File: src/rtl/phr_pkg.sv
// Shared types and constants for the ppm/HSV to RGB565 color converter.
package phr_pkg;

  // Hue sector widths and ppm mapping constants
  localparam logic [7:0]  REGION_WIDTH = 8'd43;
  localparam logic [10:0] PPM_LOW      = 11'd800;
  localparam logic [10:0] PPM_HIGH     = 11'd1400;
  localparam logic [10:0] PPM_KNEE     = 11'd900;
  localparam logic [7:0]  GREEN_SPAN   = 8'd38;
  localparam logic [7:0]  GREEN_BASE   = 8'd51;
  localparam logic [7:0]  HUE_GREEN    = 8'd90;
  localparam logic [7:0]  HUE_TOP      = 8'd50;
  localparam logic [7:0]  HUE_MIN      = 8'd1;
  localparam logic [7:0]  FULL_SCALE   = 8'd255;

  // Division by ten as multiply by 205 and shift by 11 (exact below 1029)
  localparam logic [7:0]  RECIP_10     = 8'd205;

  typedef enum logic [2:0] {
    REG_0 = 3'd0,
    REG_1 = 3'd1,
    REG_2 = 3'd2,
    REG_3 = 3'd3,
    REG_4 = 3'd4,
    REG_5 = 3'd5
  } region_t;

  typedef struct packed {
    logic [7:0] h;
    logic [7:0] s;
    logic [7:0] v;
  } hsv_t;

  typedef struct packed {
    region_t    region;
    logic [7:0] rem;
    logic [7:0] s;
    logic [7:0] v;
  } sector_t;

  typedef struct packed {
    region_t    region;
    logic       szero;
    logic [7:0] v;
    logic [7:0] p;
    logic [7:0] sr;
    logic [7:0] st;
  } prod_t;

  typedef struct packed {
    region_t    region;
    logic       szero;
    logic [7:0] v;
    logic [7:0] p;
    logic [7:0] q;
    logic [7:0] t;
  } tone_t;

endpackage

File: src/rtl/phr_hue_map.sv
// Two pipeline stages: clamp the ppm reading, then map it to a hue and select the HSV triple.
module phr_hue_map (
  input  logic              clk,
  input  logic              rst,
  input  logic              in_valid,
  output logic              in_ready,
  input  logic              func,
  input  logic [7:0]        hue,
  input  logic [7:0]        saturation,
  input  logic [7:0]        brightness,
  input  logic [15:0]       ppm,
  output logic              out_valid,
  input  logic              out_ready,
  output phr_pkg::hsv_t     out
);

  typedef struct packed {
    logic       func;
    logic [7:0] h;
    logic [7:0] s;
    logic [7:0] v;
    logic       low;
    logic       knee;
    logic [8:0] n;
  } clamp_t;

  logic          a_vld;
  clamp_t        a;
  clamp_t        a_next;
  logic          a_ready;
  logic          b_vld;
  phr_pkg::hsv_t b;
  phr_pkg::hsv_t b_next;
  logic          b_ready;

  logic [10:0]   x;
  logic [16:0]   prod;
  logic [5:0]    q10;
  logic [7:0]    q10_w;
  logic [7:0]    d;
  logic [7:0]    map_hue;

  assign b_ready  = !b_vld || out_ready;
  assign a_ready  = !a_vld || b_ready;
  assign in_ready = a_ready;

  // Stage A: clamp to the mapped range and form the numerator of the divide by ten
  always_comb begin
    if (ppm < {5'd0, phr_pkg::PPM_LOW}) begin
      x = phr_pkg::PPM_LOW;
    end else if (ppm > {5'd0, phr_pkg::PPM_HIGH}) begin
      x = phr_pkg::PPM_HIGH;
    end else begin
      x = ppm[10:0];
    end
    a_next.func = func;
    a_next.h    = hue;
    a_next.s    = saturation;
    a_next.v    = brightness;
    a_next.low  = (x <= phr_pkg::PPM_LOW);
    a_next.knee = (x >= phr_pkg::PPM_KNEE);
    if (x >= phr_pkg::PPM_KNEE) begin
      a_next.n = 9'(x - phr_pkg::PPM_KNEE);
    end else begin
      a_next.n = 9'((x - phr_pkg::PPM_LOW) << 2);
    end
  end

  always_ff @(posedge clk) begin
    if (rst) begin
      a_vld <= 1'b0;
    end else if (a_ready) begin
      a_vld <= in_valid;
    end
  end

  always_ff @(posedge clk) begin
    if (a_ready) begin
      a <= a_next;
    end
  end

  // Stage B: finish the divide by ten and pick the hue band
  assign prod  = {8'd0, a.n} * {9'd0, phr_pkg::RECIP_10};
  assign q10   = prod[16:11];
  assign q10_w = {2'd0, q10};

  always_comb begin
    d = (q10_w > phr_pkg::GREEN_SPAN) ? phr_pkg::GREEN_SPAN : q10_w;
    if (a.low) begin
      map_hue = phr_pkg::HUE_GREEN;
    end else if (a.knee) begin
      map_hue = (q10_w >= phr_pkg::HUE_TOP) ? phr_pkg::HUE_MIN : 8'(phr_pkg::HUE_TOP - q10_w);
    end else begin
      map_hue = 8'(phr_pkg::GREEN_SPAN - d + phr_pkg::GREEN_BASE);
    end
    if (a.func) begin
      b_next.h = map_hue;
      b_next.s = phr_pkg::FULL_SCALE;
      b_next.v = phr_pkg::FULL_SCALE;
    end else begin
      b_next.h = a.h;
      b_next.s = a.s;
      b_next.v = a.v;
    end
  end

  always_ff @(posedge clk) begin
    if (rst) begin
      b_vld <= 1'b0;
    end else if (b_ready) begin
      b_vld <= a_vld;
    end
  end

  always_ff @(posedge clk) begin
    if (b_ready) begin
      b <= b_next;
    end
  end

  assign out_valid = b_vld;
  assign out       = b;

endmodule

File: src/rtl/phr_region.sv
// One pipeline stage: split the hue into its sector and the scaled remainder.
module phr_region (
  input  logic              clk,
  input  logic              rst,
  input  logic              in_valid,
  output logic              in_ready,
  input  phr_pkg::hsv_t     in,
  output logic              out_valid,
  input  logic              out_ready,
  output phr_pkg::sector_t  out
);

  logic             vld;
  phr_pkg::sector_t sec;
  phr_pkg::sector_t sec_next;
  logic [7:0]       base;
  logic [7:0]       off;

  assign in_ready = !vld || out_ready;

  always_comb begin
    if (in.h >= 8'(phr_pkg::REGION_WIDTH * 5)) begin
      sec_next.region = phr_pkg::REG_5;
      base            = 8'(phr_pkg::REGION_WIDTH * 5);
    end else if (in.h >= 8'(phr_pkg::REGION_WIDTH * 4)) begin
      sec_next.region = phr_pkg::REG_4;
      base            = 8'(phr_pkg::REGION_WIDTH * 4);
    end else if (in.h >= 8'(phr_pkg::REGION_WIDTH * 3)) begin
      sec_next.region = phr_pkg::REG_3;
      base            = 8'(phr_pkg::REGION_WIDTH * 3);
    end else if (in.h >= 8'(phr_pkg::REGION_WIDTH * 2)) begin
      sec_next.region = phr_pkg::REG_2;
      base            = 8'(phr_pkg::REGION_WIDTH * 2);
    end else if (in.h >= phr_pkg::REGION_WIDTH) begin
      sec_next.region = phr_pkg::REG_1;
      base            = phr_pkg::REGION_WIDTH;
    end else begin
      sec_next.region = phr_pkg::REG_0;
      base            = 8'd0;
    end
    off          = in.h - base;
    // times six, at most 252
    sec_next.rem = 8'(off << 2) + 8'(off << 1);
    sec_next.s   = in.s;
    sec_next.v   = in.v;
  end

  always_ff @(posedge clk) begin
    if (rst) begin
      vld <= 1'b0;
    end else if (in_ready) begin
      vld <= in_valid;
    end
  end

  always_ff @(posedge clk) begin
    if (in_ready) begin
      sec <= sec_next;
    end
  end

  assign out_valid = vld;
  assign out       = sec;

endmodule

File: src/rtl/phr_mult.sv
// Two pipeline stages of 8x8 multiplies that form the p, q and t levels.
module phr_mult (
  input  logic              clk,
  input  logic              rst,
  input  logic              in_valid,
  output logic              in_ready,
  input  phr_pkg::sector_t  in,
  output logic              out_valid,
  input  logic              out_ready,
  output phr_pkg::tone_t    out
);

  function automatic logic [7:0] mul_hi(input logic [7:0] a, input logic [7:0] b);
    logic [15:0] m;
    m = {8'd0, a} * {8'd0, b};
    return m[15:8];
  endfunction

  logic           c_vld;
  phr_pkg::prod_t c;
  phr_pkg::prod_t c_next;
  logic           c_ready;
  logic           d_vld;
  phr_pkg::tone_t d;
  phr_pkg::tone_t d_next;
  logic           d_ready;

  assign d_ready  = !d_vld || out_ready;
  assign c_ready  = !c_vld || d_ready;
  assign in_ready = c_ready;

  always_comb begin
    c_next.region = in.region;
    c_next.szero  = (in.s == 8'd0);
    c_next.v      = in.v;
    c_next.p      = mul_hi(in.v, phr_pkg::FULL_SCALE - in.s);
    c_next.sr     = mul_hi(in.s, in.rem);
    c_next.st     = mul_hi(in.s, phr_pkg::FULL_SCALE - in.rem);
  end

  always_ff @(posedge clk) begin
    if (rst) begin
      c_vld <= 1'b0;
    end else if (c_ready) begin
      c_vld <= in_valid;
    end
  end

  always_ff @(posedge clk) begin
    if (c_ready) begin
      c <= c_next;
    end
  end

  always_comb begin
    d_next.region = c.region;
    d_next.szero  = c.szero;
    d_next.v      = c.v;
    d_next.p      = c.p;
    d_next.q      = mul_hi(c.v, phr_pkg::FULL_SCALE - c.sr);
    d_next.t      = mul_hi(c.v, phr_pkg::FULL_SCALE - c.st);
  end

  always_ff @(posedge clk) begin
    if (rst) begin
      d_vld <= 1'b0;
    end else if (d_ready) begin
      d_vld <= c_vld;
    end
  end

  always_ff @(posedge clk) begin
    if (d_ready) begin
      d <= d_next;
    end
  end

  assign out_valid = d_vld;
  assign out       = d;

endmodule

File: src/rtl/phr_pack.sv
// Output stage: route the levels by sector and pack them into an RGB565 register.
module phr_pack (
  input  logic              clk,
  input  logic              rst,
  input  logic              in_valid,
  output logic              in_ready,
  input  phr_pkg::tone_t    in,
  output logic              out_valid,
  input  logic              out_ready,
  output logic [15:0]       color
);

  logic        vld;
  logic [15:0] pix;
  logic [15:0] pix_next;
  logic [7:0]  r;
  logic [7:0]  g;
  logic [7:0]  b;

  assign in_ready = !vld || out_ready;

  always_comb begin
    unique case (in.region)
      phr_pkg::REG_0: begin r = in.v; g = in.t; b = in.p; end
      phr_pkg::REG_1: begin r = in.q; g = in.v; b = in.p; end
      phr_pkg::REG_2: begin r = in.p; g = in.v; b = in.t; end
      phr_pkg::REG_3: begin r = in.p; g = in.q; b = in.v; end
      phr_pkg::REG_4: begin r = in.t; g = in.p; b = in.v; end
      default:        begin r = in.v; g = in.p; b = in.q; end
    endcase
    // zero saturation gives black, not grey
    if (in.szero) begin
      pix_next = 16'd0;
    end else begin
      pix_next = {r[7:3], g[7:2], b[7:3]};
    end
  end

  always_ff @(posedge clk) begin
    if (rst) begin
      vld <= 1'b0;
    end else if (in_ready) begin
      vld <= in_valid;
    end
  end

  always_ff @(posedge clk) begin
    if (in_ready) begin
      pix <= pix_next;
    end
  end

  assign out_valid = vld;
  assign color     = pix;

endmodule

File: src/rtl/ppm_hsv_to_rgb565_top.sv
// Top level of the ppm/HSV to RGB565 color converter pipeline.
//
// Input channel (in_valid/in_ready) carries one transaction per pixel: func
// selects HSV conversion (0, using hue/saturation/brightness) or CO2 mapping
// (1, using ppm, clamped to 800..1400 and turned into a fully saturated hue).
// Output channel (out_valid/out_ready) returns one RGB565 color per input
// transaction, in order.
//
// The pipeline has six register stages: ppm clamp, hue mapping, sector split,
// two multiply stages and the output register. Throughput is one transaction
// per cycle while the receiver keeps out_ready high; the per-stage multiplies
// set the stage depth.
//
// Each stage is ready when it is empty or its successor is ready, so bubbles
// collapse and a stalled receiver backs the pipeline up one stage at a time;
// in_ready drops only when all six stages hold data. Nothing is dropped or
// repeated while stalled. Synchronous reset empties all stages; payload
// registers are not reset.
module ppm_hsv_to_rgb565_top (
  input  logic        clk,
  input  logic        rst,
  input  logic        in_valid,
  output logic        in_ready,
  input  logic        func,
  input  logic [7:0]  hue,
  input  logic [7:0]  saturation,
  input  logic [7:0]  brightness,
  input  logic [15:0] ppm,
  output logic        out_valid,
  input  logic        out_ready,
  output logic [15:0] color
);

  logic             hsv_valid;
  logic             hsv_ready;
  phr_pkg::hsv_t    hsv;
  logic             sec_valid;
  logic             sec_ready;
  phr_pkg::sector_t sec;
  logic             tone_valid;
  logic             tone_ready;
  phr_pkg::tone_t   tone;

  phr_hue_map u_hue_map (
    .clk        (clk),
    .rst        (rst),
    .in_valid   (in_valid),
    .in_ready   (in_ready),
    .func       (func),
    .hue        (hue),
    .saturation (saturation),
    .brightness (brightness),
    .ppm        (ppm),
    .out_valid  (hsv_valid),
    .out_ready  (hsv_ready),
    .out        (hsv)
  );

  phr_region u_region (
    .clk       (clk),
    .rst       (rst),
    .in_valid  (hsv_valid),
    .in_ready  (hsv_ready),
    .in        (hsv),
    .out_valid (sec_valid),
    .out_ready (sec_ready),
    .out       (sec)
  );

  phr_mult u_mult (
    .clk       (clk),
    .rst       (rst),
    .in_valid  (sec_valid),
    .in_ready  (sec_ready),
    .in        (sec),
    .out_valid (tone_valid),
    .out_ready (tone_ready),
    .out       (tone)
  );

  phr_pack u_pack (
    .clk       (clk),
    .rst       (rst),
    .in_valid  (tone_valid),
    .in_ready  (tone_ready),
    .in        (tone),
    .out_valid (out_valid),
    .out_ready (out_ready),
    .color     (color)
  );

endmodule

File: config.mk
export PLATFORM = sky130hd
export DESIGN_NAME = ppm_hsv_to_rgb565_top
export DESIGN_NICKNAME = d
export VERILOG_FILES = /design/src/rtl/phr_pkg.sv /design/src/rtl/phr_hue_map.sv /design/src/rtl/phr_region.sv /design/src/rtl/phr_mult.sv /design/src/rtl/phr_pack.sv /design/src/rtl/ppm_hsv_to_rgb565_top.sv
export SDC_FILE = /design/constraint.sdc
export NUM_CORES = 1
export LEC_CHECK = 0
export BUFFER_PORTS_ARGS = -buffer_cell sky130_fd_sc_hd__buf_2
export CAP_MARGIN = 20
export CORE_MARGIN = 3
export CORE_UTILIZATION = 45
export DETAILED_ROUTE_END_ITERATION = 7
export PLACE_DENSITY_LB_ADDON = 0.15
export RECOVER_POWER = 100
export SLEW_MARGIN = 15
export SYNTH_ARGS = -nofsm -noshare
export SYNTH_HDL_FRONTEND = slang
export SYNTH_HIERARCHICAL = 1
export SYNTH_SLANG_ARGS = --single-unit
File: constraint.sdc
create_clock -name clk -period 13.85 [get_ports clk]
set_input_delay 1.385 -clock clk [delete_from_list [all_inputs] [get_ports clk]]
set_output_delay 1.385 -clock clk [all_outputs]
set_load 0.05 [all_outputs]
# ---- Word level (Yosys, flattened, before mapping)
# Cells that the tools add are included.
dict set report classes {
  mux 20
  n_mul 6
  n_eq_ne 4
  n_lt_le_gt_ge 11
  reduce_logical 19
  n_addsub 11
}
# operator count
set op_table {}
lappend op_table {{$mul A8 B8 Y16} 5}
lappend op_table {{$pmux W8 S3} 3}
lappend op_table {{$sub A8 B8 Y8 const A} 4}
lappend op_table {{$mux W7} 4}
lappend op_table {{$ge A8 B8 Y1 const B} 3}
lappend op_table {{$mux W24} 1}
lappend op_table {{$mux W8} 3}
lappend op_table {{$mux W11} 2}
lappend op_table {{$mul A9 B8 Y17 const B} 1}
lappend op_table {{$gt A16 B11 Y1 const B} 1}
lappend op_table {{$lt A16 B10 Y1 const B} 1}
lappend op_table {{$mux W6} 2}
lappend op_table {{$ge A11 B10 Y1 const B} 1}
lappend op_table {{$le A11 B10 Y1 const B} 1}
lappend op_table {{$reduce_or A2 Y1} 5}
lappend op_table {{$mux W9} 1}
lappend op_table {{$sub A9 B9 Y9 const B} 1}
lappend op_table {{$add A8 B6 Y8 const B} 1}
lappend op_table {{$add A8 B8 Y8} 1}
lappend op_table {{$ge A8 B6 Y1 const B} 1}
lappend op_table {{$ge A8 B7 Y1 const B} 1}
lappend op_table {{$logic_not A8 Y1} 1}
lappend op_table {{$sub A6 B8 Y8 const A} 1}
lappend op_table {{$sub A6 B6 Y7 const A} 1}
lappend op_table {{other kinds (12)} 25}
dict set report word_totals {
  in_bits 45
  elab_cells 106
  ff_bits 181
  output_inout_bits 18
}

# ---- Depth between registers and ports, before layout
dict set report logic_depth {
  word_depth 8
  mapped_depth 26
  depth_no_buf 24
}

# ---- Modules after synthesis
# Netlist, hierarchy kept.
# module seq_area_each_um2 instances cells_per_inst area_per_inst_um2
set modules_own_cells {}
lappend modules_own_cells {phr_mult 2202.1 1 1160 11922.7}
lappend modules_own_cells {phr_hue_map 1841.8 1 405 4406.7}
lappend modules_own_cells {phr_region 800.8 1 116 1446.4}
lappend modules_own_cells {phr_pack 500.5 1 132 1406.3}

# ---- Worst setup path after synthesis
# Ideal clock, no wire load.
dict set report synth_timing {
  path_kind {input port to output port}
  from {in out_ready}
  to {out in_ready}
  path_stages 6
  t_required_ns 12.465
  slack_ns 7.428
  arrival_ns 5.037
  n_path_buf 0
  cell_sequence {nand2b_1 > nor2b_1 > nand2_1 > nand2b_1 > nor2b_1 > nand2_1}
}
dict set report synth_between {
  elab_chain_cells 6
}
# item line
set synth_rtl {}
lappend synth_rtl {{from (decl)} ppm_hsv_to_rgb565_top.sv:30} ;# input logic out_ready,
lappend synth_rtl {{$logic_or A1 B1 Y1} phr_pack.sv:20} ;# assign in_ready = !vld || out_ready;
lappend synth_rtl {{$logic_or A1 B1 Y1} phr_mult.sv:28} ;# assign d_ready = !d_vld || out_ready;
lappend synth_rtl {{$logic_or A1 B1 Y1} phr_mult.sv:29} ;# assign c_ready = !c_vld || d_ready;
lappend synth_rtl {{via sec_ready} ppm_hsv_to_rgb565_top.sv:38} ;# logic sec_ready;
lappend synth_rtl {{$logic_or A1 B1 Y1} phr_region.sv:19} ;# assign in_ready = !vld || out_ready;
lappend synth_rtl {{via hsv_ready} ppm_hsv_to_rgb565_top.sv:35} ;# logic hsv_ready;
lappend synth_rtl {{$logic_or A1 B1 Y1} phr_hue_map.sv:43} ;# assign b_ready = !b_vld || out_ready;
lappend synth_rtl {{$logic_or A1 B1 Y1} phr_hue_map.sv:44} ;# assign a_ready = !a_vld || b_ready;
lappend synth_rtl {{to (decl)} ppm_hsv_to_rgb565_top.sv:23} ;# output logic in_ready,
# The timed path passes the listed nets, and every way through them passes these cells.

# ---- Worst setup path in the final report
dict set report layout_timing {
  from {in out_ready}
  to {out in_ready}
}
dict set report layout_between {
  elab_chain_cells 6
}
# item line
set layout_rtl {}
lappend layout_rtl {{$logic_or A1 B1 Y1} phr_pack.sv:20}
lappend layout_rtl {{via tone_ready} ppm_hsv_to_rgb565_top.sv:41} ;# logic tone_ready;
lappend layout_rtl {{$logic_or A1 B1 Y1} phr_mult.sv:28}
lappend layout_rtl {{$logic_or A1 B1 Y1} phr_mult.sv:29}
lappend layout_rtl {{via sec_ready} ppm_hsv_to_rgb565_top.sv:38}
lappend layout_rtl {{$logic_or A1 B1 Y1} phr_region.sv:19}
lappend layout_rtl {{via hsv_ready} ppm_hsv_to_rgb565_top.sv:35}
lappend layout_rtl {{$logic_or A1 B1 Y1} phr_hue_map.sv:43}
lappend layout_rtl {{$logic_or A1 B1 Y1} phr_hue_map.sv:44}
# The timed path passes the listed nets, and every way through them passes these cells.

==> parameters.txt <==
Parameter                              Value

Finish
  Non-filler cells, final ... 2373
  Antenna diodes ... 0
  Layout Area Growth over Synthesis ... 6.31%
  Final Net Count ... 2293
  Share of final-layout standard cells stronger than drive strength 1 ... 7.33%

Clock network
  Number of sinks on the clock net ... 170
  CTS tree ... built
  Bufs on Longest Clock Path ... 2
  Depth of the CTS H-tree ... 4
  Post-CTS Hold Fix Bufs ... 0
  Cell at the root of the clock tree ... clkbuf_16
  Setup Fix Bufs, Post-CTS ... 0
  Cts bufs inserted ... 17
  Clk_lat worst skew ... 460 ps
  Clock transition at the registers of the reported paths ... 70 ps
  # resized after CTS ... 0

GRT
  GRT overflow ... 0
  Global-route wire length before repair ... 66300 um
  Maximum number of pins on one net before global-route repair ... 45
  Via count of the first global-routing pass ... 13200
  Combined global-route utilization of all metal layers ... 18.5%
  Initial antenna violation count ... 1

Job
  Count of max-cap constraint violations ... 4

Hold path
  Type of the worst min-delay path ... register to register
  Min-Delay Startpoint ... u_hue_map/out[3]
  Worst hold stages ... 0
  End of the worst hold path ... u_region/out[3]

Place
  Placed wire-length estimate ... 29400 um
  Number of buffers inserted by port buffering ... 62
  Placer congestion estimate ... 0.855
  Instance count after placement with tap cells included ... 2341

Floorplan
  Initial Util ... 45.8%
  Overall die area ... 44200 um^2
  Chip height ... 210 um
  Core area ... 41000 um^2
  Number of rows in the core area ... 74
  Floorplan die width ... 210 um
  IO Count ... 63

Drt
  Count of nets left with antenna violations after detail routing ... 0
  Detailed-routing iteration count for the pre-antenna-repair pass ... 5
  Wire length reported by the detailed router ... 38800 um
  Highest routing layer actually used ... met5
  Met2 wirelength from detailed routing ... 19200 um
  Met3 layer wire length in the routed design ... 1100 um
  Total via count in the routed design ... 12500
  Detailed router's first-iteration violation count ... 659
  Residual DRC count ... 0
  Met1 layer wirelength in the final routing ... 17800 um
  Number of vias per cell ... 5.27
  Average wire length per cell after detail routing ... 16.3 um

Setup path
  Reg-to-reg critical path endpoint ... u_hue_map/out[20]
  Worst Setup End Kind ... primary output
  Critical path start-end classification ... primary input to primary output
  CP max-delay cell ... clkbuf_1
  Worst R2R Start ... u_hue_map/a[7]
  Register-to-Register Setup Slack ... 6970 ps
  Cell chain of the critical path ... buf_2 -> nand2b_1 -> nor2b_1 -> nand2_1 -> clkbuf_1 -> nand2b_1 -> clkbuf_1 -> nor2b_1 -> nand2_1 -> clkbuf_1 -> clkbuf_1
  Max FO, Critical Path ... 37
  Required @ worst endpoint ... 12470 ps
  Buf+Inv Stages, Crit Path ... 5
  WP data arrival ... 7480 ps
  Highest cell delay on the worst timing path ... 1420 ps
  Startpoint Class ... primary input
  CP delay by family, top ... buffers and inverters
  Depth of the most critical reg-to-reg path ... 23
  Cell type with the highest occurrence count on the critical path ... clkbuf_1

Logic synthesis
  Instance count of the mapped netlist ... 1790
  YS warnings ... 6
  Netlist Area Pre-Place ... 18800 um^2
  Post-synthesis area per instance ... 10.5 um^2
  Post-synthesis net count ... 2255

Timing
  Hold Fails Final Rpt ... 0
  Shortest clock period the worst path allows after layout ... 8870 ps
  # setup viols final ... 0
  Worst-Margin Slew ... 1980 ps
  Final worst clock skew ... 11.9 ps
  Pins Over Slew Limit ... 119
  Remaining max-slew budget at the tightest pin ... -31.9%
  Maximum clock rate ... 0.113 GHz
  Fraction of the cycle the final worst path needs ... 64.0%
  Final setup TNS ... 0 ps
  Setup repair after global routing missed its margin ... no

Run status
  Violations in the final reports ... max-capacitance violations, max-slew violations
  Result of the run ... finished, violations left
[how the worst max path moves through the flow]
stage,start,end,slack (ps),depth (start not counted)
finish,out_ready,in_ready,4980,11
floorplan,out_ready,in_ready,7470,6
detailed placement,u_hue_map/a[7],u_hue_map/out[20],7240,21
global placement,u_hue_map/a[7],u_hue_map/out[20],7270,21
CTS,u_hue_map/a[7],u_hue_map/out[20],7200,21
global route,out_ready,in_ready,4150,11
[worst register-to-register path, delay by kind of cell, from the launching register on]
family	cells	cell delay [ps]
buffers and inverters	4	210
adder cells (fa/ha/maj)	7	2750
AND/OR/NAND/NOR	6	1280
flip-flops	1	470
XOR/XNOR	1	760
AO/OA/AOI/OAI	5	1150
[flip-flops by register name (all words and copies together), names as in the netlist]
register             count
u_region/out_valid       1
u_mult/out              28
u_mult/out_valid         1
u_hue_map/a             36
u_pack/out_valid         1
u_mult/c_vld             1
u_hue_map/out_valid      1
u_hue_map/out           24
u_hue_map/a_vld          1
u_pack/color            16
u_mult/c                34
u_region/out            26
[final cells by class]
class	count	area, um^2
Tap cell	532	666
Multi-Input combinational cell	1298	12400
Clock buffer	18	429
Timing Repair Buffer	73	342
Sequential cell	170	5040
Fill cell	3832	21000
Clock inverter	14	133
Inverter	268	1010
[cell usage in the layout, fill, tap and decap left out, types with 6 or more instances in the layout]
master / instances
inv_1: 267
ha_1: 230
nor2b_1: 195
fa_1: 190
edfxtp_1: 164
nand2_1: 71
a21oi_1: 71
nand2b_1: 65
nor2_1: 57
and2_1: 45
buf_2: 39
xnor2_1: 36
o21ai_0: 35
clkbuf_1: 30
a21o_1: 24
xor2_1: 19
or2_2: 19
nand3_1: 18
clkbuf_16: 17
mux2i_1: 17
o21bai_1: 10
a211oi_1: 10
and3_1: 9
a31oi_1: 8
nor3_1: 8
or3_1: 8
or3b_1: 8
nand4_1: 7
a221oi_1: 7
o21ai_1: 6
o21a_1: 6
o32ai_1: 6
dfxtp_1: 6
and2b_2: 6
nor4_1: 6
mux2_2: 6
[routing by layer]
metal  GRT usage, %  up-vias
met4           4.81        2
li1               -     6055
met2           32.0      191
met5              0        -
met1           24.5     6217
met3           2.65       43
[metrics by stage]
stage | worst slack, ps | hold WS [ps] | cell area [um^2] | util, %
floorplan | 7470 | 400 | 18800 | -
global placement | 7270 | 401 | 19600 | 47.7
detailed placement | 7240 | 405 | 19600 | 47.7
CTS | 7200 | 411 | 20100 | 49.1
global route | 4150 | 419 | 20000 | 48.7
finish | 4980 | 410 | 20000 | 48.7
Power is left out: the tool's default activity adds up to more than one toggle a clock period on the data nets, which glitch-free logic cannot reach.
